**src/a2i_pkg.sv**
```systemverilog
// a2i_pkg: shared types, character codes and helpers for the ascii to integer parser
// no dependencies; used by the channel interfaces, a2i_mac and the core top level

package a2i_pkg;

   // fixed field widths of the request, response and register port
   localparam int CH_BITS        = 8;
   localparam int VALUE_BITS     = 64;
   localparam int COUNT_BITS     = 16;
   localparam int STATUS_BITS    = 2;
   localparam int BASE_BITS      = 6;
   localparam int DIGIT_BITS     = 6;
   localparam int CSR_INDEX_BITS = 1;
   localparam int CSR_DATA_BITS  = 6;

   // register indexes
   localparam logic [CSR_INDEX_BITS-1:0] REG_RADIX    = 1'd0;
   localparam logic [CSR_INDEX_BITS-1:0] REG_UNSIGNED = 1'd1;

   // response status codes
   localparam logic [STATUS_BITS-1:0] ST_OK      = 2'd0;
   localparam logic [STATUS_BITS-1:0] ST_INVALID = 2'd1;
   localparam logic [STATUS_BITS-1:0] ST_RANGE   = 2'd2;

   // character codes
   localparam logic [CH_BITS-1:0] CH_NUL     = 8'h00;
   localparam logic [CH_BITS-1:0] CH_TAB     = 8'h09;
   localparam logic [CH_BITS-1:0] CH_CR      = 8'h0D;
   localparam logic [CH_BITS-1:0] CH_SPACE   = 8'h20;
   localparam logic [CH_BITS-1:0] CH_PLUS    = 8'h2B;
   localparam logic [CH_BITS-1:0] CH_MINUS   = 8'h2D;
   localparam logic [CH_BITS-1:0] CH_ZERO    = 8'h30;
   localparam logic [CH_BITS-1:0] CH_NINE    = 8'h39;
   localparam logic [CH_BITS-1:0] CH_UPPER_A = 8'h41;
   localparam logic [CH_BITS-1:0] CH_UPPER_Z = 8'h5A;
   localparam logic [CH_BITS-1:0] CH_LOWER_A = 8'h61;
   localparam logic [CH_BITS-1:0] CH_LOWER_X = 8'h78;
   localparam logic [CH_BITS-1:0] CH_LOWER_Z = 8'h7A;
   localparam logic [CH_BITS-1:0] CASE_BIT   = 8'h20;

   // base codes
   localparam logic [BASE_BITS-1:0] BASE_AUTO = 6'd0;
   localparam logic [BASE_BITS-1:0] BASE_MIN  = 6'd2;
   localparam logic [BASE_BITS-1:0] BASE_8    = 6'd8;
   localparam logic [BASE_BITS-1:0] BASE_10   = 6'd10;
   localparam logic [BASE_BITS-1:0] BASE_16   = 6'd16;
   localparam logic [BASE_BITS-1:0] BASE_MAX  = 6'd36;

   // digit code for a character that is no digit in any base
   localparam logic [DIGIT_BITS-1:0] DIGIT_NONE  = 6'd63;
   localparam logic [DIGIT_BITS-1:0] DIGIT_ALPHA = 6'd10;

   // parse phase, one-hot
   typedef enum logic [5:0] {
      PH_SKIP   = 6'b000001,
      PH_START  = 6'b000010,
      PH_ZERO   = 6'b000100,
      PH_XSEEN  = 6'b001000,
      PH_DIGITS = 6'b010000,
      PH_DONE   = 6'b100000
   } phase_type;

   // digit value of a character: 0-9, then letters for 10..35
   function automatic logic [DIGIT_BITS-1:0] digit_value(input logic [CH_BITS-1:0] c);
      logic [DIGIT_BITS-1:0] d;
      d = DIGIT_NONE;
      if (c >= CH_ZERO && c <= CH_NINE) begin
         d = DIGIT_BITS'(c - CH_ZERO);
      end else if (c >= CH_LOWER_A && c <= CH_LOWER_Z) begin
         d = DIGIT_BITS'(c - CH_LOWER_A) + DIGIT_ALPHA;
      end else if (c >= CH_UPPER_A && c <= CH_UPPER_Z) begin
         d = DIGIT_BITS'(c - CH_UPPER_A) + DIGIT_ALPHA;
      end
      return d;
   endfunction

endpackage

```
**src/a2i_if.sv**
```systemverilog
// a2i_req_if / a2i_rsp_if: valid-ready channels for character requests and parse results
// depends on a2i_pkg for the payload widths

interface a2i_req_if import a2i_pkg::*; ();
   logic               valid;
   logic               ready;
   logic [CH_BITS-1:0] ch;

   modport source (output valid, output ch, input ready);
   modport sink   (input valid, input ch, output ready);
endinterface

interface a2i_rsp_if import a2i_pkg::*; ();
   logic                   valid;
   logic                   ready;
   logic [VALUE_BITS-1:0]  value;
   logic [COUNT_BITS-1:0]  consumed;
   logic [STATUS_BITS-1:0] status;

   modport source (output valid, output value, output consumed, output status, input ready);
   modport sink   (input valid, input value, input consumed, input status, output ready);
endinterface

```
**src/a2i_mac.sv**
```systemverilog
// a2i_mac: accumulator multiply-add by the base with the range check on the wide product
// depends on a2i_pkg for the base and digit widths

module a2i_mac import a2i_pkg::*; #(
   parameter int WORD_BITS = 64
) (
   input  logic [WORD_BITS-1:0]  acc,
   input  logic [BASE_BITS-1:0]  base,
   input  logic [DIGIT_BITS-1:0] digit,
   input  logic [WORD_BITS-1:0]  limit,
   output logic [WORD_BITS-1:0]  next_acc,
   output logic                  too_big
);

   localparam int MUL_BITS  = WORD_BITS + BASE_BITS;
   localparam int PROD_BITS = MUL_BITS + 1;

   logic [MUL_BITS-1:0]  mul;
   logic [PROD_BITS-1:0] prod;

   // acc * base + digit, kept full width so nothing wraps
   assign mul  = MUL_BITS'(acc) * MUL_BITS'(base);
   assign prod = PROD_BITS'(mul) + PROD_BITS'(digit);

   // a digit overflows exactly when the new value passes the limit
   assign too_big  = prod > PROD_BITS'(limit);
   assign next_acc = prod[WORD_BITS-1:0];

endmodule

```
**src/ascii_to_integer_parser_core.sv**
```systemverilog
// ascii_to_integer_parser_core: streaming string to integer converter, top level
// depends on a2i_pkg, a2i_req_if / a2i_rsp_if and a2i_mac

// The block takes one character per request and returns one result when the
// terminating NUL arrives: leading white space is skipped, an optional sign is
// read, a 0x prefix counts only when a hex digit follows, and digits of the
// selected base (radix 0 picks 8, 10 or 16) accumulate until the first other
// character. Overflow saturates the value and reports range status; no digits or
// an invalid radix report invalid status with consumed 0. A new character can be
// accepted every clock cycle, also while a result waits on the response side;
// only a NUL waits in the input register until the response register is free,
// and the request channel stalls behind it for that time.
// A character is processed while it sits in the input register; a NUL that
// fires loads the result into the response register at the next edge, and the
// answer to the NUL request is then offered on the response channel from there.
// The per-character path is the accumulator multiply-add by the base and the
// compare against the limit. Registers are to be written by the user only while
// the input register is empty; the block does not enforce it. A change between
// characters applies from the next one, and the base stays fixed once digits start.

module ascii_to_integer_parser_core import a2i_pkg::*; #(
   parameter int WORD_BITS = 64,
   parameter int POS_BITS  = 16
) (
   input  logic                      clock,
   input  logic                      reset,
   input  logic                      csr_we,
   input  logic [CSR_INDEX_BITS-1:0] csr_index,
   input  logic [CSR_DATA_BITS-1:0]  csr_data,
   a2i_req_if.sink                   req_chan,
   a2i_rsp_if.source                 rsp_chan
);

   // configuration registers
   logic [BASE_BITS-1:0] radix_ff;
   logic                 unsigned_ff;

   // input register
   logic               s1_valid_ff;
   logic [CH_BITS-1:0] s1_ch_ff;

   // parse state
   phase_type            phase_ff, phase_in;
   logic                 neg_ff, neg_in;
   logic                 ovf_ff, ovf_in;
   logic [WORD_BITS-1:0] acc_ff, acc_in;
   logic                 has_digits_ff, has_digits_in;
   logic [POS_BITS-1:0]  position_ff, position_in;
   logic [POS_BITS-1:0]  end_pos_ff, end_pos_in;
   logic [BASE_BITS-1:0] base_ff, base_in;

   // response register
   logic                   rsp_valid_ff;
   logic [VALUE_BITS-1:0]  rsp_value_ff, rsp_value_in;
   logic [COUNT_BITS-1:0]  rsp_consumed_ff, rsp_consumed_in;
   logic [STATUS_BITS-1:0] rsp_status_ff, rsp_status_in;

   logic                   fire;
   logic                   is_nul;
   logic                   is_space;
   logic                   start_zero;
   logic                   base_ok;
   logic                   digit_ok;
   logic                   do_digit;
   logic                   has_eff;
   logic                   too_big;
   logic [DIGIT_BITS-1:0]  digit;
   logic [BASE_BITS-1:0]   dec_or_radix;
   logic [BASE_BITS-1:0]   oct_or_hex;
   logic [BASE_BITS-1:0]   step_base;
   logic [POS_BITS-1:0]    pos_inc;
   logic [WORD_BITS-1:0]   word_half;
   logic [WORD_BITS-1:0]   limit;
   logic [WORD_BITS-1:0]   next_acc;
   logic [WORD_BITS-1:0]   result_word;

   // register writes
   always_ff @(posedge clock) begin
      if (reset) begin
         radix_ff    <= BASE_AUTO;
         unsigned_ff <= 1'b1;
      end else if (csr_we) begin
         case (csr_index)
            REG_RADIX:    radix_ff    <= csr_data[BASE_BITS-1:0];
            REG_UNSIGNED: unsigned_ff <= csr_data[0];
            default:      ;
         endcase
      end
   end

   // a NUL only moves on when the response register is free
   assign is_nul         = s1_ch_ff == CH_NUL;
   assign fire           = s1_valid_ff && (!is_nul || !rsp_valid_ff || rsp_chan.ready);
   assign req_chan.ready = !s1_valid_ff || fire;

   // input register
   always_ff @(posedge clock) begin
      if (reset) begin
         s1_valid_ff <= 1'b0;
      end else if (req_chan.valid && req_chan.ready) begin
         s1_valid_ff <= 1'b1;
      end else if (fire) begin
         s1_valid_ff <= 1'b0;
      end
   end

   always_ff @(posedge clock) begin
      if (req_chan.valid && req_chan.ready) begin
         s1_ch_ff <= req_chan.ch;
      end
   end

   // character classes and digit value
   assign is_space   = (s1_ch_ff >= CH_TAB && s1_ch_ff <= CH_CR) || s1_ch_ff == CH_SPACE;
   assign digit      = digit_value(s1_ch_ff);
   assign start_zero = (radix_ff == BASE_AUTO || radix_ff == BASE_16) && s1_ch_ff == CH_ZERO;
   assign pos_inc    = (&position_ff) ? position_ff : position_ff + 1'b1;

   // limit for the current sign and mode
   assign word_half = {1'b0, {(WORD_BITS-1){1'b1}}};
   assign limit     = unsigned_ff ? {WORD_BITS{1'b1}} :
                      (neg_ff ? word_half + 1'b1 : word_half);

   // base that a digit in this phase is taken in
   assign dec_or_radix = (radix_ff == BASE_AUTO) ? BASE_10 : radix_ff;
   assign oct_or_hex   = (radix_ff == BASE_AUTO) ? BASE_8 : BASE_16;

   always_comb begin
      case (phase_ff)
         PH_SKIP:  step_base = dec_or_radix;
         PH_START: step_base = dec_or_radix;
         PH_ZERO:  step_base = oct_or_hex;
         PH_XSEEN: step_base = BASE_16;
         default:  step_base = base_ff;
      endcase
   end

   assign base_ok  = step_base >= BASE_MIN && step_base <= BASE_MAX;
   assign digit_ok = base_ok && (digit < step_base);

   a2i_mac #(
      .WORD_BITS (WORD_BITS)
   ) u_mac (
      .acc      (acc_ff),
      .base     (step_base),
      .digit    (digit),
      .limit    (limit),
      .next_acc (next_acc),
      .too_big  (too_big)
   );

   // parse state next value
   always_comb begin
      phase_in      = phase_ff;
      neg_in        = neg_ff;
      ovf_in        = ovf_ff;
      acc_in        = acc_ff;
      has_digits_in = has_digits_ff;
      position_in   = position_ff;
      end_pos_in    = end_pos_ff;
      base_in       = base_ff;
      do_digit      = 1'b0;
      if (fire) begin
         if (is_nul) begin
            phase_in      = PH_SKIP;
            neg_in        = 1'b0;
            ovf_in        = 1'b0;
            acc_in        = '0;
            has_digits_in = 1'b0;
            position_in   = '0;
            end_pos_in    = '0;
            base_in       = BASE_AUTO;
         end else begin
            position_in = pos_inc;
            case (phase_ff)
               PH_SKIP: begin
                  if (is_space) begin
                     phase_in = PH_SKIP;
                  end else if (s1_ch_ff == CH_MINUS) begin
                     neg_in   = 1'b1;
                     phase_in = PH_START;
                  end else if (s1_ch_ff == CH_PLUS) begin
                     phase_in = PH_START;
                  end else if (start_zero) begin
                     base_in    = radix_ff;
                     end_pos_in = pos_inc;
                     phase_in   = PH_ZERO;
                  end else begin
                     base_in  = step_base;
                     do_digit = 1'b1;
                  end
               end
               PH_START: begin
                  if (start_zero) begin
                     base_in    = radix_ff;
                     end_pos_in = pos_inc;
                     phase_in   = PH_ZERO;
                  end else begin
                     base_in  = step_base;
                     do_digit = 1'b1;
                  end
               end
               PH_ZERO: begin
                  if ((s1_ch_ff | CASE_BIT) == CH_LOWER_X) begin
                     phase_in = PH_XSEEN;
                  end else begin
                     base_in       = oct_or_hex;
                     has_digits_in = 1'b1;
                     do_digit      = 1'b1;
                  end
               end
               PH_XSEEN: begin
                  if (digit < BASE_16) begin
                     base_in  = BASE_16;
                     do_digit = 1'b1;
                  end else begin
                     // lone zero before x: the zero is the number
                     base_in       = oct_or_hex;
                     has_digits_in = 1'b1;
                     phase_in      = PH_DONE;
                  end
               end
               PH_DIGITS: begin
                  do_digit = 1'b1;
               end
               default: begin
                  phase_in = PH_DONE;
               end
            endcase

            // digit accumulation, frozen once overflowed
            if (do_digit) begin
               if (digit_ok) begin
                  ovf_in = ovf_ff || too_big;
                  if (!(ovf_ff || too_big)) begin
                     acc_in = next_acc;
                  end
                  has_digits_in = 1'b1;
                  end_pos_in    = pos_inc;
                  phase_in      = PH_DIGITS;
               end else begin
                  phase_in = PH_DONE;
               end
            end
         end
      end
   end

   always_ff @(posedge clock) begin
      if (reset) begin
         phase_ff      <= PH_SKIP;
         neg_ff        <= 1'b0;
         ovf_ff        <= 1'b0;
         acc_ff        <= '0;
         has_digits_ff <= 1'b0;
         position_ff   <= '0;
         end_pos_ff    <= '0;
         base_ff       <= BASE_AUTO;
      end else begin
         phase_ff      <= phase_in;
         neg_ff        <= neg_in;
         ovf_ff        <= ovf_in;
         acc_ff        <= acc_in;
         has_digits_ff <= has_digits_in;
         position_ff   <= position_in;
         end_pos_ff    <= end_pos_in;
         base_ff       <= base_in;
      end
   end

   // result at the NUL
   assign has_eff = has_digits_ff || phase_ff == PH_ZERO || phase_ff == PH_XSEEN;

   always_comb begin
      if (ovf_ff) begin
         result_word     = limit;
         rsp_status_in   = ST_RANGE;
         rsp_consumed_in = COUNT_BITS'(end_pos_ff);
      end else if (!has_eff) begin
         result_word     = '0;
         rsp_status_in   = ST_INVALID;
         rsp_consumed_in = '0;
      end else begin
         result_word     = neg_ff ? {WORD_BITS{1'b0}} - acc_ff : acc_ff;
         rsp_status_in   = ST_OK;
         rsp_consumed_in = COUNT_BITS'(end_pos_ff);
      end
      rsp_value_in = VALUE_BITS'(result_word);
   end

   // response register
   always_ff @(posedge clock) begin
      if (reset) begin
         rsp_valid_ff <= 1'b0;
      end else if (fire && is_nul) begin
         rsp_valid_ff <= 1'b1;
      end else if (rsp_chan.ready) begin
         rsp_valid_ff <= 1'b0;
      end
   end

   always_ff @(posedge clock) begin
      if (fire && is_nul) begin
         rsp_value_ff    <= rsp_value_in;
         rsp_consumed_ff <= rsp_consumed_in;
         rsp_status_ff   <= rsp_status_in;
      end
   end

   assign rsp_chan.valid    = rsp_valid_ff;
   assign rsp_chan.value    = rsp_value_ff;
   assign rsp_chan.consumed = rsp_consumed_ff;
   assign rsp_chan.status   = rsp_status_ff;

   // checks
   a_rsp_from_nul : assert property (@(posedge clock) disable iff (reset)
      $rose(rsp_valid_ff) |-> $past(fire && is_nul))
      else $error("response raised without a processed NUL");

   a_nul_clears : assert property (@(posedge clock) disable iff (reset)
      (fire && is_nul) |=> (phase_ff == PH_SKIP && position_ff == '0 && !ovf_ff))
      else $error("parse state not cleared after NUL");

   a_ovf_has_digits : assert property (@(posedge clock) disable iff (reset)
      ovf_ff |-> (has_digits_ff && phase_ff != PH_SKIP && phase_ff != PH_START))
      else $error("overflow flagged without digits");

   a_end_le_pos : assert property (@(posedge clock) disable iff (reset)
      end_pos_ff <= position_ff)
      else $error("end position beyond current position");

endmodule
```
**src/flat_wrapper.sv**
```systemverilog
// flat-port wrapper written by rule: the top's interface ports become plain ports
module ascii_to_integer_parser_core_flat import a2i_pkg::*;
#(
   parameter int WORD_BITS = 64,
   parameter int POS_BITS  = 16
)
  (clock, reset, csr_we, csr_index, csr_data, req_chan_valid, req_chan_ch, req_chan_ready, rsp_chan_valid, rsp_chan_value, rsp_chan_consumed, rsp_chan_status, rsp_chan_ready);
  a2i_req_if req_chan_i ();
  a2i_rsp_if rsp_chan_i ();
  input  logic clock;
  input  logic reset;
  input  logic csr_we;
  input  logic [CSR_INDEX_BITS-1:0] csr_index;
  input  logic [CSR_DATA_BITS-1:0] csr_data;
  input wire logic [$bits(req_chan_i.valid)-1:0] req_chan_valid;
  input wire logic [$bits(req_chan_i.ch)-1:0] req_chan_ch;
  output wire logic [$bits(req_chan_i.ready)-1:0] req_chan_ready;
  output wire logic [$bits(rsp_chan_i.valid)-1:0] rsp_chan_valid;
  output wire logic [$bits(rsp_chan_i.value)-1:0] rsp_chan_value;
  output wire logic [$bits(rsp_chan_i.consumed)-1:0] rsp_chan_consumed;
  output wire logic [$bits(rsp_chan_i.status)-1:0] rsp_chan_status;
  input wire logic [$bits(rsp_chan_i.ready)-1:0] rsp_chan_ready;
  assign req_chan_i.valid = req_chan_valid;
  assign req_chan_i.ch = req_chan_ch;
  assign req_chan_ready = req_chan_i.ready;
  assign rsp_chan_valid = rsp_chan_i.valid;
  assign rsp_chan_value = rsp_chan_i.value;
  assign rsp_chan_consumed = rsp_chan_i.consumed;
  assign rsp_chan_status = rsp_chan_i.status;
  assign rsp_chan_i.ready = rsp_chan_ready;
  ascii_to_integer_parser_core #(.WORD_BITS(WORD_BITS), .POS_BITS(POS_BITS)) u_core (.clock(clock), .reset(reset), .csr_we(csr_we), .csr_index(csr_index), .csr_data(csr_data), .req_chan(req_chan_i), .rsp_chan(rsp_chan_i));
endmodule
```
**config.mk**
```make
export PLATFORM = sky130hd
export DESIGN_NAME = ascii_to_integer_parser_core_flat
export DESIGN_NICKNAME = d
export VERILOG_FILES = /design/src/a2i_pkg.sv /design/src/a2i_if.sv /design/src/a2i_mac.sv /design/src/ascii_to_integer_parser_core.sv /design/src/flat_wrapper.sv
export SDC_FILE = /design/constraint.sdc
export NUM_CORES = 2
export LEC_CHECK = 0
export BUFFER_PORTS_ARGS = -buffer_cell sky130_fd_sc_hd__buf_2
export CAP_MARGIN = 20
export CORE_MARGIN = 2
export CORE_UTILIZATION = 58
export DETAILED_ROUTE_END_ITERATION = 16
export PLACE_DENSITY = 0.79
export RECOVER_POWER = 25
export SETUP_SLACK_MARGIN = 0.4
export SLEW_MARGIN = 20
export SYNTH_ARGS = -nofsm -noshare
export SYNTH_HDL_FRONTEND = slang
export SYNTH_SLANG_ARGS = --single-unit
```
**constraint.sdc**
```tcl
create_clock -name clock -period 8.6 [get_ports clock]
set_clock_uncertainty 0.15 [all_clocks]
set_input_delay 0.86 -clock clock [delete_from_list [all_inputs] [get_ports clock]]
set_output_delay 0.86 -clock clock [all_outputs]
set_load 0.03 [all_outputs]
```
==> insert_results.sql <==
INSERT INTO impl_metrics (metric_group, metric, value, unit) VALUES
('clock_tree', 'h-tree-depth', '1', ''),
('timing', 'max_freq', '0.1112', 'GHz'),
('worst_hold_path', 'worst_hold_startpoint', 'u_core.end_pos_ff[2]$_SDFFE_PP0P_', ''),
('clock_tree', 'clk_pin_slew', '60', 'ps'),
('worst_hold_path', 'hp-class', 'flip-flop to flip-flop', ''),
('synth', 'post_synth_instance_area', '25440', 'um2'),
('pwr', 'total_leakage_power', '0.01402', 'uW'),
('worst_hold_path', 'whs_endpoint', 'u_core.end_pos_ff[2]$_SDFFE_PP0P_', ''),
('floorplanning', 'start_util', '58.93', '%'),
('final_layout', 'area.growth.synth_to_final', '23.77', '%'),
('global_routing', 'globalRoute.totalOverflow', '0', ''),
('floorplanning', 'rows', '76', ''),
('floorplanning', 'coreArea', '43170', 'um2'),
('clock_tree', 'cts_tree', 'done', ''),
('timing', 'unrepaired_setup_endpoints_after_global_routing', 'yes', ''),
('global_routing', 'vias_in_the_first_global_route', '23910', ''),
('clock_tree', 'cts.root.buffer_cell', 'sky130_fd_sc_hd__clkbuf_16', ''),
('synth', 'synthesis.area_per_instance', '8.542', 'um2'),
('synth', 'synth.yosys.warnings', '0', ''),
('worst_hold_path', 'worstHoldPathCells', '2', ''),
('worst_setup_path', 'critical_path_max_stage_delay', '610', 'ps'),
('route', 'number_of_vias_in_the_routed_layout', '23520', ''),
('timing', 'slew-limit-headroom', '-85.26', '%'),
('clock_tree', 'cts.sink_count', '210', ''),
('timing', 'worst_pin_slew', '2779', 'ps'),
('synth', 'yosys.area.top_type', 'sky130_fd_sc_hd__fa_1', ''),
('worst_setup_path', 'regToRegStartpoint', 'u_core.phase_ff[2]$_SDFFE_PP0P_', ''),
('flow_run', 'drv_cap', '1', ''),
('run_status', 'run_status', 'complete, but fails checks', ''),
('timing', 'post-route-worst-setup-slack', '-396.9', 'ps'),
('worst_setup_path', 'crit_path_start_kind', 'flip-flop', ''),
('place', 'gp_routability_congestion', '0.9596', ''),
('global_routing', 'antenna_violations_before_repair', '4', ''),
('place', 'io_buffer_count', '103', ''),
('route', 'drc', '0', ''),
('place', 'detailed_place_hpwl', '53.60', 'mm'),
('synth', 'post_syn_nets', '3479', ''),
('route', 'drt-wirelength-per-cell', '21.18', 'um'),
('final_layout', 'layout.core_utilization', '72.93', '%'),
('worst_setup_path', 'critical_path_required', '8940', 'ps'),
('clock_tree', 'cts_inserted_buffers', '28', ''),
('synth', 'synth_top_area_share', '19.83', '%'),
('floorplanning', 'dieHeight', '213.4', 'um'),
('worst_setup_path', 'worst-r2r-setup-slack', '-400', 'ps'),
('route', 'drt_iter0_markers', '2194', ''),
('synth', 'synth.lib_cells_used.distinct', '89', ''),
('final_layout', 'fraction_of_layout_instances_using_a_drive_strength_above_1', '20.31', '%'),
('synth', 'async_flop_share', '0', '%'),
('worst_setup_path', 'arrival_worst_endpoint', '9340', 'ps'),
('clock_tree', 'clockBufferDepth', '3', ''),
('timing', 'report.final.slew_viol_count', '58', ''),
('global_routing', 'grt_first_pass_wirelength', '124.5', 'mm'),
('route', 'firstDrtPassIters', '5', ''),
('timing', 'finalSetupViolations', '65', ''),
('synth', 'post_synth_main_area_contributors', 'sky130_fd_sc_hd__fa_1 (20%), sky130_fd_sc_hd__ha_1 (11%), sky130_fd_sc_hd__edfxtp_1 (11%)', ''),
('run_status', 'failed_checks', 'max-capacitance violations, max-slew violations, negative setup slack', ''),
('synth', 'yosysSeqAreaShare', '20.07', '%'),
('synth', 'postSynthRegisterBits', '210', ''),
('synth', 'yosys.cell_count.top_type', 'sky130_fd_sc_hd__nand2_1', ''),
('route', 'postRouteAntennaNets', '0', ''),
('clock_tree', 'clock_insertion_delay_at_the_later_pin_of_the_skew_report', '590', 'ps'),
('worst_setup_path', 'critPathCaptureType', 'flip-flop', ''),
('floorplanning', 'die-area', '45550', 'um2'),
('route', 'totalWireLength', '81.29', 'mm'),
('floorplanning', 'pin_count', '104', ''),
('pwr', 'peakVddDrop', '0.0001342', 'V'),
('global_routing', 'grtUsageTotal', '34.31', '%'),
('clock_tree', 'post_cts_hold_buffer_count', '0', ''),
('final_layout', 'antenna_cells_inserted', '0', ''),
('synth', 'netlist_instances', '2978', ''),
('final_layout', 'nets', '3733', '');
critical path, delay by kind of cell, from the launching register on:
kind	cells	cell delay (ps)
buffers and inverters	8	1000
multiplexers	1	250
AND/OR/NAND/NOR	14	2760
XOR/XNOR	1	180
flip-flops	1	330
adder cells (fa/ha/maj)	6	2570
AO/OA/AOI/OAI	9	1640
routing by layer:
layer,routed length (um),global-route usage (%),vias up
met5,16,0,-
li1,-,-,10520
met4,4113,13.10,2
met1,31650,43.37,11460
met2,39020,59.06,1243
met3,6498,5.595,305
what timing repair did:
item / in CTS / in global routing
setup buffers: 34 / 19
cloned: 11 / 7
endpoints found under the setup margin: 65 / 65
pin swaps: 89 / 53
gates resized for setup: 189 / 94
through the flow:
stage	std cells	area (um2)	power [uW]	setup slack, ps	hold slack, ps
2_1_floorplan	2978	25640	1335	400.7	277.3
3_3_place_gp	3716	27980	1479	-480.1	288.8
3_5_place_dp	3716	27980	1492	-686.3	292.7
4_1_cts	3813	30720	2874	-133.7	294.8
5_1_grt	3839	31490	2999	-651.8	299.7
6_report	3839	31490	2924	-396.9	304.0
how the worst max path moves through the flow:
| stage | to | cells past startpoint | startpoint |
|---|---|---|---|
| floorplan | u_core.acc_ff[15]$_SDFFE_PP0P_ | 37 | u_core.phase_ff[3]$_SDFFE_PP0P_ |
| global placement | u_core.acc_ff[38]$_SDFFE_PP0P_ | 35 | u_core.phase_ff[4]$_SDFFE_PP0P_ |
| detailed placement | u_core.acc_ff[47]$_SDFFE_PP0P_ | 35 | u_core.phase_ff[4]$_SDFFE_PP0P_ |
| CTS | u_core.acc_ff[24]$_SDFFE_PP0P_ | 39 | u_core.phase_ff[5]$_SDFFE_PP0P_ |
| finish | u_core.acc_ff[33]$_SDFFE_PP0P_ | 39 | u_core.phase_ff[2]$_SDFFE_PP0P_ |
| global route | u_core.acc_ff[33]$_SDFFE_PP0P_ | 39 | u_core.phase_ff[2]$_SDFFE_PP0P_ |
sequential cells by signal, indices dropped and copies added, names as in the netlist, 2 cells and up:
name	count
u_core.phase_ff	6
u_core.radix_ff	6
u_core.rsp_chan.value	64
u_core.base_ff	6
u_core.s1_ch_ff	8
u_core.rsp_chan.consumed	16
u_core.rsp_chan.status	2
u_core.position_ff	16
u_core.acc_ff	64
u_core.end_pos_ff	16
cells in the final DEF, fill, tap and decap left out, types with 12 or more instances in the layout:
master	instances
sky130_fd_sc_hd__a21oi_1	133
sky130_fd_sc_hd__xnor2_1	43
sky130_fd_sc_hd__o21bai_1	18
sky130_fd_sc_hd__and2_4	13
sky130_fd_sc_hd__nand2_2	12
sky130_fd_sc_hd__ha_4	58
sky130_fd_sc_hd__nand4_1	44
sky130_fd_sc_hd__nand2b_1	25
sky130_fd_sc_hd__mux2i_1	70
sky130_fd_sc_hd__o21ai_1	22
sky130_fd_sc_hd__buf_4	246
sky130_fd_sc_hd__edfxtp_1	90
sky130_fd_sc_hd__o211ai_1	12
sky130_fd_sc_hd__and2_1	181
sky130_fd_sc_hd__nand2_1	444
sky130_fd_sc_hd__inv_1	261
sky130_fd_sc_hd__or3_1	13
sky130_fd_sc_hd__xor2_1	84
sky130_fd_sc_hd__buf_12	22
sky130_fd_sc_hd__o21ai_0	128
sky130_fd_sc_hd__dfxtp_1	117
sky130_fd_sc_hd__nor2_1	139
sky130_fd_sc_hd__ha_1	169
sky130_fd_sc_hd__nor3_1	29
sky130_fd_sc_hd__a21oi_2	27
sky130_fd_sc_hd__clkbuf_1	66
sky130_fd_sc_hd__o31ai_1	25
sky130_fd_sc_hd__buf_2	40
sky130_fd_sc_hd__fa_1	248
sky130_fd_sc_hd__nor2b_1	24
sky130_fd_sc_hd__buf_6	18
sky130_fd_sc_hd__a21o_1	34
sky130_fd_sc_hd__inv_2	12
sky130_fd_sc_hd__clkbuf_16	35
sky130_fd_sc_hd__nand3_1	27
sky130_fd_sc_hd__a22oi_1	21
cell type report:
class | count | area (um2)
multi-input combinational | 2309 | 20150
fill | 3044 | 11690
inverter | 274 | 1033
tap | 585 | 732.0
clock buffer | 32 | 735.7
clock inverter | 20 | 286.5
sequential | 210 | 5109
timing repair buffer | 409 | 3438
power breakdown:
| part | total, uW | leakage [uW] | switching (uW) | internal, uW |
|---|---|---|---|---|
| Sequential | 1070 | 0.00171 | 18.1 | 1050 |
| Combinational | 559 | 0.0118 | 332 | 227 |
| Clock | 1300 | 0.000493 | 523 | 776 |
| Total | 2920 | 0.0140 | 873 | 2050 |
cell families (layout without fill, tap and decap cells):
logic type	count (synthesis)	after routing	share of synthesized area, %
compound gates	556	557	13.73
mux	74	74	2.917
buf+inv	460	735	7.289
fa+ha+maj	481	481	31.09
xor+xnor	135	135	4.648
simple gates	1062	1062	20.26
flops	210	210	20.07
No activity file was read; power rests on OpenSTA's default activity.
